[config.mk]
export PLATFORM = sky130hd
export DESIGN_NAME = qah_isqrt
export DESIGN_NICKNAME = d
export VERILOG_FILES = /design/src/rtl/core/qah_isqrt.sv
export SDC_FILE = /design/constraint.sdc
export NUM_CORES = 1
export LEC_CHECK = 0
export ABC_AREA = 1
export CORE_MARGIN = 1.5
export CORE_UTILIZATION = 30
export DETAILED_ROUTE_END_ITERATION = 8
export DONT_BUFFER_PORTS = 1
export GPL_ROUTABILITY_DRIVEN = 0
export GPL_TIMING_DRIVEN = 0
export PLACE_DENSITY = 0.5
export SYNTH_ARGS = -nofsm -noshare
export SYNTH_HDL_FRONTEND = slang
export SYNTH_SLANG_ARGS = --single-unit
export TNS_END_PERCENT = 30
[constraint.sdc]
create_clock -name clk -period 5.9 [get_ports clk]
set_clock_uncertainty 0.05 [all_clocks]
set_input_delay 0.59 -clock clk [delete_from_list [all_inputs] [get_ports clk]]
set_output_delay 0.59 -clock clk [all_outputs]
set_load 0.01 [all_outputs]
[src/rtl/core/qah_isqrt.sv]
`timescale 1ns / 1ps
`default_nettype none
// ---------------------------------------------------------------------------
// qah_isqrt
// Pipelined truncating square root, one result bit per register stage.
// Carries a sideband word along with each value.
// ---------------------------------------------------------------------------
module qah_isqrt #(
  parameter int IN_W = 34,
  parameter int SB_W = 1
) (
  input  wire logic              clk,
  input  wire logic              rst_n,
  input  wire logic              en,
  input  wire logic              in_vld,
  input  wire logic [IN_W-1:0]   in_val,
  input  wire logic [SB_W-1:0]   in_sb,
  output logic                   out_vld,
  output logic [(IN_W+1)/2-1:0]  out_root,
  output logic [SB_W-1:0]        out_sb
);
  localparam int RW = (IN_W + 1) / 2;
  localparam int VW = 2 * RW;

  logic [RW:0]       vld_r;
  logic [VW-1:0]     rem_r  [RW+1];
  logic [VW-1:0]     val_r  [RW+1];
  logic [RW-1:0]     root_r [RW+1];
  logic [SB_W-1:0]   sb_r   [RW+1];

  always_ff @(posedge clk) begin
    if (!rst_n) begin
      vld_r <= '0;
    end else if (en) begin
      vld_r <= {vld_r[RW-1:0], in_vld};
    end
  end

  always_ff @(posedge clk) begin
    if (en) begin
      rem_r[0]  <= '0;
      val_r[0]  <= VW'(in_val);
      root_r[0] <= '0;
      sb_r[0]   <= in_sb;
    end
  end

  // stage k decides root bit RW-1-k by restoring compare on narrow window
  for (genvar k = 0; k < RW; k++) begin : g_stage
    logic [VW+1:0] rem_sh;
    logic [VW+1:0] trial;
    always_comb begin
      rem_sh = {rem_r[k], val_r[k][VW-1 -: 2]};
      trial  = {{(VW-RW){1'b0}}, root_r[k], 2'b01};
    end
    always_ff @(posedge clk) begin
      if (en) begin
        val_r[k+1] <= {val_r[k][VW-3:0], 2'b00};
        sb_r[k+1]  <= sb_r[k];
        if (rem_sh >= trial) begin
          rem_r[k+1]  <= VW'(rem_sh - trial);
          root_r[k+1] <= {root_r[k][RW-2:0], 1'b1};
        end else begin
          rem_r[k+1]  <= VW'(rem_sh);
          root_r[k+1] <= {root_r[k][RW-2:0], 1'b0};
        end
      end
    end
  end

  assign out_vld  = vld_r[RW];
  assign out_root = root_r[RW];
  assign out_sb   = sb_r[RW];
endmodule
`default_nettype wire

* After elaboration in Yosys (flattened, before gate mapping)
Memories as Yosys holds them, arrays and structs flattened.
Cells that the tools add are included.
** Operators by class
- Add/subtract/negate cells :: 17
- Bitwise operators :: 34
- Magnitude comparators :: 17
- Multiplexer cells :: 138
** Operators by type and width (number)
- >= comparator 36 x 19 -> 1 bit :: 17
- 2-to-1 mux 34 bit :: 17
- subtractor 34 x 19 -> 34 bit :: 17
- 2-to-1 mux 17 bit :: 17
- 2-to-1 mux 1 bit :: 104
- OR 1 bit :: 34
** Word-level totals
- Output and inout bits :: 19
- Memories kept :: 4
- Input port bits :: 39
- Logic and storage cells :: 211
- Bits in writable memories :: 1548
- Bits in registers :: 18
** Memories
- rem_r :: words 18, width 34, rd ports 17, clocked after memory_dff 0, wr ports 18, line 26 : logic [VW-1:0] rem_r [RW+1];
- val_r :: words 18, width 34, rd ports 17, clocked after memory_dff 0, wr ports 18, line 27 : logic [VW-1:0] val_r [RW+1];
- root_r :: words 18, width 17, rd ports 18, clocked after memory_dff 0, wr ports 18, line 28 : logic [RW-1:0] root_r [RW+1];
- sb_r :: words 18, width 1, rd ports 18, clocked after memory_dff 0, wr ports 18, line 29 : logic [SB_W-1:0] sb_r [RW+1];

* Longest topological paths before layout
Gate-level depths: netlist of the first run.
An unclocked memory read counts as a cell.
- Depth after elaboration :: 6
- Depth in mapped cells :: 16
- Gate-level depth less buffers :: 16

* Worst setup path before layout of the first run
OpenSTA, ideal clock, no wires.
- Path type :: input -> register
- From :: in en
- To :: mem rem_r[8][0] (netlist bit) (enable)
- Stages :: 4
- Arrival :: 2.414 ns
- Data required time :: 5.427 ns
- Path slack :: 3.012 ns
- Library setup time :: 0.423 ns
- Cells stage by stage :: buf_6 -> buf_4 -> buf_4 -> clkbuf_1
** RTL lines
- start, declared :: line 14 : input wire logic en,
- end, declared :: line 26

==> metrics, run 1 <==
P_leak 0.0280 uW; Root Driver clkbuf_16; clock latency on the worst-skew pair 0.76 ns; CP Buf/Inv Count 4; Post-Route WL 155000 um; Hold Path Class in2reg; dominant synthesized flop cell edfxtp_1; core area 188000 um^2; Antenna Nets Post-Route 0; CTS tree yes; die height 439 um; Async SR Flop Fraction 0%; Syn Area/Cell 8.45 um^2; Worst Path Max Fanout 216; outcome complete, no violations; Cell Area, Synth 56900 um^2; Synth Register Bits 988; fmax 306 MHz; DR vias 43800; Port Buffer Count 0; final instance area 64500 um^2; crit-path max cell delay 0.84 ns; vias in the first global route 41800; dpl hpwl 122000 um; drt wl/cell 16.4 um; share of layout cells above drive strength 1 7.37%; Peak VDD IR 245 uV; Nets 7113; synth warn 0; Post-synth EDFFs 969; Num CTS Buffers 111; Placed Area 60300 um^2; sequential-to-total area share from yosys stat 51.8%; gr usage total 15.9%; setup_tns 0 ns; Mapped Nets 6949; Critical-path top delay cell clkbuf_2; CTS H-tree lvls 3; initial core utilization 30.2%; crit path cell chain buf_6 -> buf_4 -> clkbuf_1 -> clkbuf_2; WP data required 6.19 ns; boundary pin count 58; GRT Residual Overflow 0; startpoint class of the critical path primary input; Power per Cell Area 299 nW/um^2; Hold-fix buffers, CTS 40; max cap viols 0; Die X 439 um; clk buf depth 3; Post-CTS Setup Inserts 0; Slew HR 22.9%; FP Rows 159; Setup CP Type in2reg; largest net degree at the start of global routing 217; Util after Layout 34.3%; antenna violations before repair 1; cell family with most CP delay buffers and inverters; fin crit share 55.4%; Crit. End Element flip-flop; Clock Pin Slew Worst Setup and Hold Paths 0.06 ns; post-synth cell types 58; DRC violations left 0; final worst path period need 3.27 ns; Fin. Hold Viols 0; Final Max Slew Viols 0; Setup Viol. Count Final 0; Slew @ Worst Pin 1.16 ns; detailed-route vias per instance 4.61; WP data arrival 3.55 ns; first-pass GRT wire length 239000 um; area grow syn2layout 13.4%; post-CTS resize count 0; first-iteration detailed-routing DRC count 3674; CTS sink count 988; RSZ-0062 raised after global routing false; Gate Count Post-Synth 6737; total iterations of the first detailed-routing run 8; die area 192000 um^2
==> sequential cells by signal (all words and copies together) (netlist names) <==
| signal | count |
|---|---|
| val_r | 306 |
| rem_r | 493 |
| sb_r | 18 |
| root_r | 153 |
| vld_r | 18 |
==> placed cells by master (no fill, tap or decap), drive strengths merged, types with 19 or more instances in the layout <==
| cell | instances |
|---|---|
| a21oi | 173 |
| buf | 57 |
| clkbuf | 156 |
| clkinv | 58 |
| dfxtp | 19 |
| dlygate4sd3 | 38 |
| edfxtp | 969 |
| ha | 173 |
| inv | 1245 |
| nand2 | 1821 |
| nand3 | 434 |
| nand3b | 36 |
| nand4 | 180 |
| nor2 | 964 |
| nor3 | 138 |
| o21ai | 225 |
| xnor2 | 79 |
| xor2 | 116 |
==> per-stage QoR <==
stage	std cells	power, uW	setup WS, ns	hold slack, ns
after CTS	9494	19500	2.89	0.00363
after detailed placement	9243	12200	2.04	0.355
after global routing	9494	20300	2.68	0.0222
final	9495	19300	2.63	0.127
after floorplan	6737	11200	3.01	0.350
after global placement	9232	12200	1.17	0.351
==> worst paths after layout <==
path / startpoint / end / slack [ns] / cells after the start
hold / removal: en / val_r[6][33]$_DFFE_PP_ / 0.13 / 0
setup reg to reg: val_r[12][32]$_DFFE_PP_ / rem_r[6][48]$_DFFE_PP_ / 3.05 / 11
hold reg to reg: val_r[0][18]$_DFFE_PP_ / val_r[1][20]$_DFFE_PP_ / 0.34 / 0
setup / recovery: en / rem_r[2][62]$_DFFE_PP_ / 2.63 / 4
==> report_power, final <==
part	switching (uW)	internal, uW	leakage [uW]	total [uW]
Clock	3000	4120	0.00184	7130
Sequential	483	8490	0.00952	8980
Combinational	2170	1000	0.0166	3180
==> cells in the mapped netlist, types with 3 or more instances <==
| cell type | count | area share (%) |
|---|---|---|
| or2_2 | 12 | 0.13 |
| buf_2 | 8 | 0.070 |
| xor2_1 | 116 | 1.8 |
| o211ai_1 | 12 | 0.16 |
| edfxtp_1 | 969 | 51 |
| o2111ai_1 | 4 | 0.062 |
| nor3_2 | 6 | 0.11 |
| nand3_2 | 21 | 0.37 |
| and3_1 | 9 | 0.099 |
| nand3_1 | 411 | 3.6 |
| clkbuf_1 | 23 | 0.15 |
| a211oi_1 | 3 | 0.040 |
| o21a_1 | 4 | 0.053 |
| clkinv_1 | 4 | 0.026 |
| nor3_1 | 131 | 1.2 |
| xnor2_1 | 79 | 1.2 |
| nand4_2 | 4 | 0.088 |
| dfxtp_1 | 19 | 0.67 |
| buf_4 | 15 | 0.20 |
| and2_1 | 4 | 0.044 |
| nand2_4 | 3 | 0.059 |
| nor2_4 | 31 | 0.61 |
| nand4_4 | 3 | 0.11 |
| nand2_1 | 1795 | 12 |
| o21ai_1 | 31 | 0.27 |
| a21boi_0 | 3 | 0.040 |
| nand4_1 | 173 | 1.9 |
| a21oi_2 | 36 | 0.55 |
| nor4_1 | 16 | 0.18 |
| nor3b_1 | 4 | 0.053 |
| nand2_2 | 23 | 0.25 |
| ha_1 | 173 | 3.8 |
| inv_1 | 1205 | 7.9 |
| o21ai_0 | 176 | 1.5 |
| buf_6 | 20 | 0.40 |
| o21bai_1 | 14 | 0.18 |
| a21oi_1 | 135 | 1.2 |
| inv_2 | 32 | 0.21 |
| nor2_2 | 72 | 0.79 |
| nor2_1 | 861 | 5.7 |
| o21ai_2 | 18 | 0.28 |
| nand3b_1 | 36 | 0.47 |
==> layer usage <==
| metal | vias up | wire length [um] | GRT usage (%) |
|---|---|---|---|
| met3 | 213 | 7100 | 2.18 |
| met5 | - | 0 | 0 |
| li1 | 22200 | - | - |
| met4 | 0 | 4260 | 4.51 |
| met1 | 20400 | 68800 | 20.7 |
| met2 | 1072 | 75100 | 27.4 |
==> cell type report <==
type | instances | area [um^2]
antenna | 1 | 2.50
buffer | 69 | 513
clock buffer | 131 | 2850
clock inverter | 80 | 955
fill | 19600 | 124000
inverter | 1242 | 4660
multi-input combinational | 4438 | 22300
sequential | 988 | 29500
tap | 2495 | 3120
timing repair buffer | 51 | 656
==> cells by family after synthesis <==
group / share of synthesized area (%)
AO/OA/AOI/OAI: 4.51
buffers and inverters: 9.07
AND/OR/NAND/NOR: 27.8
adder cells (fa/ha/maj): 3.80
XOR/XNOR: 3.00
flip-flops: 51.8
(Power assumes the default switching activity.)
==> run 2, diff against run 1 <==
clock period = 3.1 ns   (was 5.9 ns; I/O delays follow)
==> run 2 against run 1 <==
- the flow now finishes with violations (negative hold slack)
- die area is the same
- setup slack lost 2.6 ns
- global-route usage shrank 0.075 points
- non-clock buffer count shrank 3
- via count is essentially flat
- core utilization is essentially flat
- routed wire length shrank 0.48%
- sequential cell count is the same
- critical path type unchanged
- design area shrank 0.10%
- worst hold slack lost 0.42 ns
- largest cell class unchanged
- combinational power grew 89%
==> metrics, run 2 (synthesis results as in run 1) <==
Setup Viol. Count Final 0 (unchanged); max FFs per register 493 (unchanged); failing checks negative hold slack; Final Max Slew Viols 0 (unchanged); FILL cells 19600 (+0.036%); drt wl/cell 16.3 um (-0.44%); max cap viols 0 (unchanged); vias in the first global route 41800 (-0.033%); outcome finished with violations; Fin. Hold Viols 44 (+44); CTS tree yes; largest registers rem_r x493, val_r x306, root_r x153; Nets 7110 (-0.042%); Setup CP Type in2reg; clk buf depth 3 (unchanged); Reg with most FFs rem_r; Post-CTS Setup Inserts 0 (unchanged); Worst Path Max Fanout 325 (+50%); Slew HR 22.2% (-0.75 points); Hold Path Class in2reg; largest net degree at the start of global routing 326 (+50%); Final Worst Setup Slack 0.00655 ns (-2.63 ns); DRC violations left 0 (unchanged); final worst path period need 3.09 ns; FP Rows 159 (unchanged); Num CTS Buffers 111 (unchanged); antenna violations before repair 1 (unchanged); detailed-route vias per instance 4.61 (about the same); post-CTS resize count 0 (unchanged); boundary pin count 58 (unchanged); Peak VDD IR 466 uV (+90%); combinational power share 16.4% (about the same); Power per Cell Area 569 nW/um^2 (+90%); DR vias 43800 (-0.052%); fin crit share 99.8%; first-iteration detailed-routing DRC count 3730 (+1.5%); die height 439 um (unchanged); Sequential Power Share 46.6% (about the same); startpoint class of the critical path primary input; clock latency on the worst-skew pair 0.76 ns (about the same); gr usage total 15.8% (-0.075 points); core area 188000 um^2 (unchanged); Crit. End Element flip-flop; WP data arrival 3.38 ns (-0.17 ns); die area 192000 um^2 (unchanged); GRT Residual Overflow 0 (unchanged); Clock Pin Slew Worst Setup and Hold Paths 0.06 ns (about the same); Die X 439 um (unchanged); CTS H-tree lvls 3 (unchanged); n_diodes 0 (-1); Pint 25900 uW (+90%); WP data required 3.39 ns (-2.80 ns); Post-Route WL 154000 um (-0.48%); final instance area 64400 um^2 (-0.10%); CTS sink count 988 (unchanged); RSZ-0062 raised after global routing false; fmax 323 MHz; Placed Area 60300 um^2 (unchanged); dpl hpwl 122000 um (unchanged); total iterations of the first detailed-routing run 6 (-2); Switching Share 29.3% (-0.048 points); P_sw 10700 uW (+90%); Slew @ Worst Pin 1.17 ns (+0.0113 ns); share of layout cells above drive strength 1 7.35% (-0.025 points); Antenna Nets Post-Route 0 (unchanged); P_leak 0.0279 uW (-0.11%); Hold Slack -0.295 ns (-0.422 ns); clock network power share 37.0% (about the same); most common cell after layout, fill and taps aside nand2_1; first-pass GRT wire length 238000 um (-0.30%); area grow syn2layout 13.2%; initial core utilization 30.2% (unchanged); Hold-fix buffers, CTS 37 (-7.5%); Port Buffer Count 0 (unchanged); Root Driver clkbuf_16; most frequent cells in the layout 1795 x nand2_1, 1205 x inv_1, 969 x edfxtp_1; pre-CTS setup slack -0.484 ns (-2.52 ns)
## run 2: critical path: stages
cell      delay, ns
buf_6          0.43
buf_4          0.47
clkbuf_1       0.71
clkbuf_2       0.84
## run 2: final timing paths
kind                                start                endpoint  slack [ns]  depth (start not counted)
setup / recovery                       en  rem_r[2][62]$_DFFE_PP_       0.007                          4
setup reg to reg  val_r[12][32]$_DFFE_PP_  rem_r[6][48]$_DFFE_PP_        0.19                         11
hold / removal                         en  val_r[0][20]$_DFFE_PP_       -0.30                          0
hold reg to reg    val_r[0][18]$_DFFE_PP_  val_r[1][20]$_DFFE_PP_        0.34                          0
## run 2: power by group through the flow
stage | Sequential (uW) | Combinational, uW | Clock [uW]
floorplan | 16900 | 4380 | 0
global placement | 17400 | 5860 | 0
detailed placement | 17400 | 5920 | 0
CTS | 17100 | 6000 | 14000
global route | 17200 | 6800 | 14500
finish | 17100 | 6010 | 13600
## run 2: final cells by class
class                   instances  area (um^2)  area share [%]
repair buffers                 48          591           0.916
clock buffers                 131         2850            4.43
inverters                    1242         4660            7.24
flip-flops and latches        988        29500            45.7
multi-input cells            4438        22300            34.5
clock inverters                80          955            1.48
plain buffers                  69          513           0.796
well taps                    2495         3120            4.84
## run 2: per-layer routing
layer / global-route usage (%) / routed length, um / vias up
met2: 27.3 / 74700 / 1061
met1: 20.6 / 68600 / 20400
li1: - / - / 22200
met3: 2.18 / 6930 / 219
met5: 0 / 0 / -
met4: 4.51 / 4230 / 0
## run 2: stage by stage
| stage | setup TNS, ns | power (uW) | cells | util, % |
|---|---|---|---|---|
| floorplan | 0 | 21300 | 6737 | - |
| global placement | -685.69 | 23300 | 9232 | 31.9 |
| detailed placement | -106.05 | 23300 | 9243 | 32.0 |
| CTS | 0 | 37200 | 9491 | 34.2 |
| global route | 0 | 38500 | 9491 | 34.2 |
| finish | 0 | 36700 | 9491 | 34.2 |
